$ cat src/hw/rtl/binary_heap_priority_queue_assert.svh
`ifndef BINARY_HEAP_PRIORITY_QUEUE_ASSERT_SVH
`define BINARY_HEAP_PRIORITY_QUEUE_ASSERT_SVH

// Same-cycle check, clocked on clk, off while rst is high.
`define BHPQ_ASSERT_NOW(label, ante, cons, msg) \
  label: assert property (@(posedge clk) disable iff (rst) (ante) |-> (cons)) \
    else $error(msg);

// Next-cycle check, clocked on clk, off while rst is high.
`define BHPQ_ASSERT_NEXT(label, ante, cons, msg) \
  label: assert property (@(posedge clk) disable iff (rst) (ante) |=> (cons)) \
    else $error(msg);

`endif

$ cat src/hw/rtl/bhpq_pkg.sv
package bhpq_pkg;

  localparam int DEPTH_DEF         = 64;
  localparam int KEY_WIDTH_DEF     = 32;
  localparam int PAYLOAD_WIDTH_DEF = 32;

  // request codes
  localparam logic [1:0] MODE_INSERT  = 2'd0;
  localparam logic [1:0] MODE_EXTRACT = 2'd1;
  localparam logic [1:0] MODE_PEEK    = 2'd2;

  // status codes
  localparam logic [1:0] STAT_OK    = 2'd0;
  localparam logic [1:0] STAT_EMPTY = 2'd1;
  localparam logic [1:0] STAT_FULL  = 2'd2;

  typedef struct packed {
    logic [1:0]  mode;
    logic [31:0] key;
    logic [31:0] payload;
  } cmd_t;

  typedef struct packed {
    logic [1:0]  status;
    logic [31:0] top_key;
    logic [31:0] top_payload;
    logic [6:0]  count;
  } result_t;

  typedef enum logic [3:0] {
    S_IDLE,
    S_UP_RD,
    S_UP_CMP,
    S_TOP_RD,
    S_TOP_GET,
    S_LAST_GET,
    S_DN_L,
    S_DN_R,
    S_DN_PICK,
    S_DN_CMP,
    S_WR,
    S_DONE
  } state_t;

endpackage

$ cat src/hw/rtl/bhpq_ram.sv
module bhpq_ram #(
  parameter int WIDTH = bhpq_pkg::KEY_WIDTH_DEF + bhpq_pkg::PAYLOAD_WIDTH_DEF,
  parameter int DEPTH = bhpq_pkg::DEPTH_DEF,
  localparam int AW   = $clog2(DEPTH)
) (
  input  logic             clk,
  input  logic             we,
  input  logic [AW-1:0]    waddr,
  input  logic [WIDTH-1:0] wdata,
  input  logic [AW-1:0]    raddr,
  output logic [WIDTH-1:0] rdata
);

  logic [WIDTH-1:0] mem [DEPTH];

  always_ff @(posedge clk) begin
    if (we) begin
      mem[waddr] <= wdata;
    end
    rdata <= mem[raddr];
  end

endmodule

$ cat src/hw/rtl/bhpq_cmp.sv
module bhpq_cmp #(
  parameter int KEY_WIDTH = bhpq_pkg::KEY_WIDTH_DEF
) (
  input  logic                 order,
  input  logic [KEY_WIDTH-1:0] a_key,
  input  logic [KEY_WIDTH-1:0] b_key,
  output logic                 worse
);

  // a ranks below b: smaller when largest-first, larger when smallest-first
  assign worse = order ? (a_key > b_key) : (a_key < b_key);

endmodule

$ cat src/hw/rtl/binary_heap_priority_queue.sv
// Binary heap priority queue: one request per start/busy beat, one result per done strobe.
// Insert reads each parent and compares it with the new entry, moving worse parents down;
// extract reads the top and, unless it was the only entry, the last entry, then sifts down
// through the children; peek reads the top; empty/full/unused go straight to done. One RAM, one comparator.
// Busy clears the cycle after done; results never stall.
// Synchronous reset empties the heap and selects largest-first order.
`include "binary_heap_priority_queue_assert.svh"

module binary_heap_priority_queue #(
  parameter int DEPTH         = bhpq_pkg::DEPTH_DEF,
  parameter int KEY_WIDTH     = bhpq_pkg::KEY_WIDTH_DEF,
  parameter int PAYLOAD_WIDTH = bhpq_pkg::PAYLOAD_WIDTH_DEF
) (
  input  logic              clk,
  input  logic              rst,
  input  logic              start,
  output logic              busy,
  input  bhpq_pkg::cmd_t    cmd,
  output logic              done,
  output bhpq_pkg::result_t result,
  input  logic              cfg_we,
  input  logic              cfg_data
);

  localparam int AW  = $clog2(DEPTH);
  localparam int CW  = $clog2(DEPTH + 1);
  localparam int EW  = KEY_WIDTH + PAYLOAD_WIDTH;
  localparam int CHW = AW + 2;

  bhpq_pkg::state_t state, state_next;

  // control state
  logic          order;
  logic [CW-1:0] count;
  logic          op_extract;

  // working registers
  logic [AW-1:0]            pos;
  logic [AW-1:0]            bidx;
  logic [EW-1:0]            item;
  logic [EW-1:0]            best;
  logic [1:0]               rstat;
  logic [KEY_WIDTH-1:0]     rkey;
  logic [PAYLOAD_WIDTH-1:0] rpay;

  // RAM port
  logic          ram_we;
  logic [AW-1:0] ram_waddr;
  logic [EW-1:0] ram_wdata;
  logic [AW-1:0] ram_raddr;
  logic [EW-1:0] ram_rdata;

  // shared comparator
  logic [KEY_WIDTH-1:0] cmp_a;
  logic [KEY_WIDTH-1:0] cmp_b;
  logic                 worse;

  // index math
  logic [AW-1:0]  parent;
  logic [CHW-1:0] child_w;
  logic [CHW-1:0] right_w;
  logic [CHW-1:0] count_w;
  logic           full;
  logic           empty;
  logic           is_ins;
  logic           is_top;

  assign parent  = (pos - AW'(1)) >> 1;
  assign child_w = {1'b0, pos, 1'b1};
  assign right_w = child_w + CHW'(1);
  assign count_w = CHW'(count);
  assign full    = (count == CW'(DEPTH));
  assign empty   = (count == '0);
  assign is_ins  = (cmd.mode == bhpq_pkg::MODE_INSERT);
  assign is_top  = (cmd.mode == bhpq_pkg::MODE_EXTRACT) || (cmd.mode == bhpq_pkg::MODE_PEEK);

  bhpq_ram #(
    .WIDTH (EW),
    .DEPTH (DEPTH)
  ) u_ram (
    .clk   (clk),
    .we    (ram_we),
    .waddr (ram_waddr),
    .wdata (ram_wdata),
    .raddr (ram_raddr),
    .rdata (ram_rdata)
  );

  bhpq_cmp #(
    .KEY_WIDTH (KEY_WIDTH)
  ) u_cmp (
    .order (order),
    .a_key (cmp_a),
    .b_key (cmp_b),
    .worse (worse)
  );

  // Comparator operand select: parent vs item going up, left vs right when
  // picking a child, item vs chosen child going down.
  always_comb begin
    cmp_a = item[EW-1:PAYLOAD_WIDTH];
    cmp_b = best[EW-1:PAYLOAD_WIDTH];
    if (state == bhpq_pkg::S_UP_CMP) begin
      cmp_a = ram_rdata[EW-1:PAYLOAD_WIDTH];
      cmp_b = item[EW-1:PAYLOAD_WIDTH];
    end else if (state == bhpq_pkg::S_DN_PICK) begin
      cmp_a = best[EW-1:PAYLOAD_WIDTH];
      cmp_b = ram_rdata[EW-1:PAYLOAD_WIDTH];
    end
  end

  // next state
  always_comb begin
    state_next = state;
    unique case (state)
      bhpq_pkg::S_IDLE: begin
        if (start) begin
          if (is_ins) begin
            state_next = full ? bhpq_pkg::S_DONE : bhpq_pkg::S_UP_RD;
          end else if (is_top) begin
            state_next = empty ? bhpq_pkg::S_DONE : bhpq_pkg::S_TOP_RD;
          end else begin
            state_next = bhpq_pkg::S_DONE;
          end
        end
      end
      bhpq_pkg::S_UP_RD: begin
        state_next = (pos == '0) ? bhpq_pkg::S_WR : bhpq_pkg::S_UP_CMP;
      end
      bhpq_pkg::S_UP_CMP: begin
        state_next = worse ? bhpq_pkg::S_UP_RD : bhpq_pkg::S_WR;
      end
      bhpq_pkg::S_TOP_RD: begin
        state_next = bhpq_pkg::S_TOP_GET;
      end
      bhpq_pkg::S_TOP_GET: begin
        if (!op_extract || count == CW'(1)) begin
          state_next = bhpq_pkg::S_DONE;
        end else begin
          state_next = bhpq_pkg::S_LAST_GET;
        end
      end
      bhpq_pkg::S_LAST_GET: begin
        state_next = bhpq_pkg::S_DN_L;
      end
      bhpq_pkg::S_DN_L: begin
        state_next = (child_w >= count_w) ? bhpq_pkg::S_WR : bhpq_pkg::S_DN_R;
      end
      bhpq_pkg::S_DN_R: begin
        state_next = (right_w < count_w) ? bhpq_pkg::S_DN_PICK : bhpq_pkg::S_DN_CMP;
      end
      bhpq_pkg::S_DN_PICK: begin
        state_next = bhpq_pkg::S_DN_CMP;
      end
      bhpq_pkg::S_DN_CMP: begin
        state_next = worse ? bhpq_pkg::S_DN_L : bhpq_pkg::S_WR;
      end
      bhpq_pkg::S_WR: begin
        state_next = bhpq_pkg::S_DONE;
      end
      bhpq_pkg::S_DONE: begin
        state_next = bhpq_pkg::S_IDLE;
      end
      default: begin
        state_next = bhpq_pkg::S_IDLE;
      end
    endcase
  end

  // outputs and RAM control
  always_comb begin
    busy      = (state != bhpq_pkg::S_IDLE);
    done      = (state == bhpq_pkg::S_DONE);
    ram_we    = 1'b0;
    ram_waddr = pos;
    ram_wdata = item;
    ram_raddr = '0;
    unique case (state)
      bhpq_pkg::S_UP_RD: begin
        ram_raddr = parent;
      end
      bhpq_pkg::S_UP_CMP: begin
        // parent moves down into the hole
        ram_we    = worse;
        ram_wdata = ram_rdata;
      end
      bhpq_pkg::S_TOP_GET: begin
        ram_raddr = AW'(count - CW'(1));
      end
      bhpq_pkg::S_DN_L: begin
        ram_raddr = child_w[AW-1:0];
      end
      bhpq_pkg::S_DN_R: begin
        ram_raddr = right_w[AW-1:0];
      end
      bhpq_pkg::S_DN_CMP: begin
        // better child moves up into the hole
        ram_we    = worse;
        ram_wdata = best;
      end
      bhpq_pkg::S_WR: begin
        ram_we = 1'b1;
      end
      default: begin
        ram_we = 1'b0;
      end
    endcase
  end

  always_comb begin
    result.status      = rstat;
    result.top_key     = 32'(rkey);
    result.top_payload = 32'(rpay);
    result.count       = 7'(count);
  end

  // control registers
  always_ff @(posedge clk) begin
    if (rst) begin
      state <= bhpq_pkg::S_IDLE;
      order <= 1'b0;
      count <= '0;
    end else begin
      state <= state_next;
      if (cfg_we) begin
        order <= cfg_data;
      end
      if (state == bhpq_pkg::S_IDLE && start && is_ins && !full) begin
        count <= count + CW'(1);
      end
      if (state == bhpq_pkg::S_TOP_GET && op_extract) begin
        count <= count - CW'(1);
      end
    end
  end

  // working registers
  always_ff @(posedge clk) begin
    case (state)
      bhpq_pkg::S_IDLE: begin
        if (start) begin
          op_extract <= (cmd.mode == bhpq_pkg::MODE_EXTRACT);
          rkey       <= '0;
          rpay       <= '0;
          rstat      <= bhpq_pkg::STAT_OK;
          item       <= {cmd.key[KEY_WIDTH-1:0], cmd.payload[PAYLOAD_WIDTH-1:0]};
          pos        <= AW'(count);
          if (is_ins && full) begin
            rstat <= bhpq_pkg::STAT_FULL;
          end else if (is_top && empty) begin
            rstat <= bhpq_pkg::STAT_EMPTY;
          end
        end
      end
      bhpq_pkg::S_UP_CMP: begin
        if (worse) begin
          pos <= parent;
        end
      end
      bhpq_pkg::S_TOP_GET: begin
        rkey <= ram_rdata[EW-1:PAYLOAD_WIDTH];
        rpay <= ram_rdata[PAYLOAD_WIDTH-1:0];
      end
      bhpq_pkg::S_LAST_GET: begin
        item <= ram_rdata;
        pos  <= '0;
      end
      bhpq_pkg::S_DN_R: begin
        best <= ram_rdata;
        bidx <= child_w[AW-1:0];
      end
      bhpq_pkg::S_DN_PICK: begin
        // right child wins only when left is strictly worse
        if (worse) begin
          best <= ram_rdata;
          bidx <= right_w[AW-1:0];
        end
      end
      bhpq_pkg::S_DN_CMP: begin
        if (worse) begin
          pos <= bidx;
        end
      end
      default: begin
      end
    endcase
  end

  `BHPQ_ASSERT_NEXT(a_accept_busy, start && !busy, busy, "accepted beat did not raise busy")
  `BHPQ_ASSERT_NEXT(a_done_single, done, !done, "done held longer than one cycle")
  `BHPQ_ASSERT_NOW(a_count_range, 1'b1, count <= CW'(DEPTH), "entry count above depth")
  `BHPQ_ASSERT_NOW(a_wr_in_heap, ram_we, (CW+1)'(ram_waddr) < (CW+1)'(count), "heap write past last entry")

endmodule
$ cat config.mk
export PLATFORM = sky130hd
export DESIGN_NAME = binary_heap_priority_queue
export DESIGN_NICKNAME = d
export VERILOG_FILES = /design/src/hw/rtl/bhpq_pkg.sv /design/src/hw/rtl/bhpq_ram.sv /design/src/hw/rtl/bhpq_cmp.sv /design/src/hw/rtl/binary_heap_priority_queue.sv
export VERILOG_INCLUDE_DIRS = /design/src /design/src/hw/rtl
export SDC_FILE = /design/constraint.sdc
export NUM_CORES = 2
export LEC_CHECK = 0
export BUFFER_PORTS_ARGS = -buffer_cell sky130_fd_sc_hd__buf_2
export CORE_MARGIN = 10
export CORE_UTILIZATION = 40
export CTS_BUF_LIST = sky130_fd_sc_hd__clkbuf_4 sky130_fd_sc_hd__clkbuf_8
export CTS_CLUSTER_SIZE = 8
export DETAILED_ROUTE_END_ITERATION = 7
export HOLD_SLACK_MARGIN = 0.08
export SETUP_SLACK_MARGIN = 0.5
export SYNTH_ARGS = -nofsm -noshare
export SYNTH_HDL_FRONTEND = slang
export SYNTH_SLANG_ARGS = --single-unit
$ cat constraint.sdc
create_clock -name clk -period 20.2 [get_ports clk]
set_input_delay 2.02 -clock clk [delete_from_list [all_inputs] [get_ports clk]]
set_output_delay 2.02 -clock clk [all_outputs]
set_load 0.05 [all_outputs]
==> out/qor.yml <==
routing:
  wl_per_cell_um: 33.3
  drt-pass1-iter-count: 6
  drcViolationCount: 0
  wl_um: 530000
  antenna_left: 0
  vias_per_cell: 6.01
  drt-initial-drc-count: 13400
  via_count: 95600
global_route:
  grt_busiest_layer: "met2"
  grt_pass1_wl_um: 739000
  grt_util_met2_pct: 35.8
  grt_pass1_vias: 94500
  grt_max_degree: 166
  antenna_found_initial: 58
  use_met1_pct: 30.5
  grt_use_met3_pct: 4.96
  grt_use_total_pct: 22.6
  grt_remaining_overflow: 0
final_layout:
  drive_gt1_share_pct: 25.1
  multi_input_area_um2: 38700
  regArea_um2: 131000
  nets: 9760
  fillerInstances: 35900
  post-route-cell-area_um2: 194000
  synthToLayoutAreaGrowth_pct: 13.2
  fin_util_pct: 45.4
  mostFrequentLayoutCells: "4303 x edfxtp_1, 1102 x nand2_1, 744 x clkbuf_8"
  layout_commonest_cell: "edfxtp_1"
clock_network:
  cts_sinks: 4379
  cts_setup_buffers: 0
  cts_max_path_buffers: 4
  ctsHoldBuffers: 0
  clkTransAtPathRegs_ns: 0.07
  insertion_delay_ns: 1.25
  cts_buffers: 701
  post_cts_resized: 0
  cts_tree: "yes"
  cts_max_level: 6
  clock-root-buffer: "clkbuf_8"
power_and_ir_drop:
  cellPowerDensity_nw_per_um2: 162
  p_int_mw: 19.3
  p_clk_share_pct: 24.0
  power_switching_mw: 12.1
  leakage_nw: 62.3
  power_mw: 31.4
  p_seq_share_pct: 39.5
  peakVddDrop_mv: 0.163
  comb_power_share_pct: 36.5
  p_sw_share_pct: 38.6
yosys:
  synth.avg_cell_area_um2: 18.8
  ys_seq_area_share_pct: 76.4
  synth_nets: 9232
  ys_types: 71
  synth_area_um2: 171000
  synth_top_cell_by_area: "edfxtp_1"
  ys_seq_elements: 4379
  synth_edf_count: 4303
  synth-async-reset-ratio_pct: 0
  synthFlopType: "edfxtp_1"
  synth_top_area_share_pct: 75.5
  synth_warnings: 0
  yosys-top-cells-area: "edfxtp_1 75%, mux4_2 9.6%, nand2_1 2.5%, mux2i_1 1.5%, a311oi_1 1.1%"
  netlist_instances: 9110
setup_path:
  cp.required_ns: 21.03
  cp_cell_sequence: "inv_2 -> nand2_1 -> nor3_2 -> buf_4 -> inv_4 -> buf_4 -> nand2_1 -> a21oi_1 -> a21oi_1 -> ha_1 -> a21oi_1 -> o21ai_0 -> a221oi_1 -> o21ai_0 -> a211oi_1 -> mux2_2 -> o22a_2 -> buf_4 -> nor3_2 -> buf_4"
  worstSetupPathType: "reg -> reg"
  crit_path_frequent_cell: "buf_4"
  path_delay_family: "buffers and inverters"
  end_kind: "flip-flop"
  cpPeakStageDelay_ns: 0.95
  critical_path_arrival_ns: 9.37
  cp_num_cells: 20
  critPathBufInv: 6
  crit_path_start_kind: "flip-flop"
  crit_slowest_cell: "nor3_2"
  r2r_cells: 20
  critPathMaxFanout: 58
timing:
  rsz0062_at_grt: "false"
  fin_crit_sh_pct: 42.3
  slew_violations: 0
  worstMarginPinSlew_ns: 1.41
  slew_headroom_pct: 5.54
  fin_setup_tns_ns: 0
  max_freq_mhz: 117
  layout_min_cycle_time_ns: 8.54
  setup_violations: 0
  hold_viol_final: 0
  skew_ns: 0.0745
  hold_ws_ns: 0.505
floorplan:
  die_w_um: 674
  die_h_um: 674
  rows: 240
  dieArea_um2: 455000
  core_area_um2: 427000
  ioPinCount: 146
  start_util_pct: 40.1
run:
  cap_violations: 0
placed_design:
  gp_congestion: 0.878
  portBuffers: 145
  place_area_um2: 180000
  hpwl_um: 312000
worst_hold_path:
  holdCritPathClass: "reg -> reg"
  hold_depth: 2
outcome:
  outcome: "complete, no violations"
-- worst register-to-register path: stages (launching register included) --
cell	delay, ns
dfxtp_1	0.89
inv_2	0.21
nand2_1	0.20
nor3_2	0.05
buf_4	0.32
inv_4	0.31
buf_4	0.71
nand2_1	0.19
a21oi_1	0.19
a21oi_1	0.07
ha_1	0.35
a21oi_1	0.21
o21ai_0	0.13
a221oi_1	0.41
o21ai_0	0.20
a211oi_1	0.23
mux2_2	0.53
o22a_2	0.53
buf_4	0.48
nor3_2	1.02
buf_4	0.79
-- worst paths after layout --
check / start / end / slack (ns)
worst max-delay path: state[0] / u_ram.mem[61][0] / 11.66
worst min-delay path: bidx[2] / pos[2] / 0.51
worst max register to register: state[0] / u_ram.mem[61][0] / 11.66
worst min register to register: bidx[2] / pos[2] / 0.51
-- per-stage QoR --
stage | instances | setup WS [ns]
floorplan | 9110 | 10.79
global placement | 14600 | 11.75
detailed placement | 14600 | 11.88
CTS | 15900 | 11.80
global route | 15900 | 11.38
finish | 15900 | 11.66
-- final cells by class --
class / count / share of cell area, %
Multi-Input combinational cell: 4091 / 20.0
Tap cell: 5687 / 3.67
Clock buffer: 1066 / 6.53
Clock inverter: 179 / 0.608
Timing Repair Buffer: 448 / 1.64
Sequential cell: 4379 / 67.5
Inverter: 17 / 0.0342
Antenna cell: 55 / 0.0710
-- sequential cells by signal, indices dropped and copies added, names as in the netlist --
signal       count
bidx             6
rkey            32
u_ram.mem     4096
item            64
pos              6
state            4
rpay            32
best            64
u_ram.rdata     64
rstat            2
op_extract       1
order            1
count            7
-- power by group through the flow --
stage	Clock, mW	Combinational, mW	Sequential, mW
global placement	0	11.2	12.6
finish	7.55	11.5	12.4
floorplan	0	6.23	12.6
detailed placement	0	11.4	12.6
CTS	7.65	11.4	12.4
global route	8.07	11.9	12.4
-- Yosys cell counts (82+ instances only) --
master,instances
edfxtp_1,4303
nand2_1,1122
mux4_2,728
clkbuf_1,336
mux2i_1,251
a311oi_1,223
buf_2,214
a211oi_1,191
a221oi_1,152
nor3b_1,150
a22oi_1,135
a21oi_1,133
nor3_1,126
and2_1,108
and3_1,84
o22ai_1,84
nand4_1,82
-- routing by layer --
| metal | vias up | routed length, um | share of wire, % |
|---|---|---|---|
| met5 | - | 100 | 0.019 |
| met4 | 16 | 23300 | 4.4 |
| met3 | 1007 | 53600 | 10 |
| met2 | 5656 | 250000 | 47 |
| met1 | 50400 | 203000 | 38 |
| li1 | 38500 | - | - |
-- kinds of logic (layout without fill, tap and decap cells) --
| logic type | after synthesis | in the layout | share of synthesized area (%) |
|---|---|---|---|
| multiplexers | 1044 | 1044 | 11.5 |
| AO/OA/AOI/OAI | 1058 | 1058 | 4.66 |
| flip-flops | 4379 | 4379 | 76.4 |
| other | 0 | 55 | 0 |
| adder cells (fa/ha/maj) | 51 | 51 | 0.373 |
| buffers and inverters | 640 | 1710 | 1.66 |
| AND/OR/NAND/NOR | 1918 | 1918 | 5.37 |
| XOR/XNOR | 20 | 20 | 0.102 |
No activity file was read; power rests on OpenSTA's default activity.
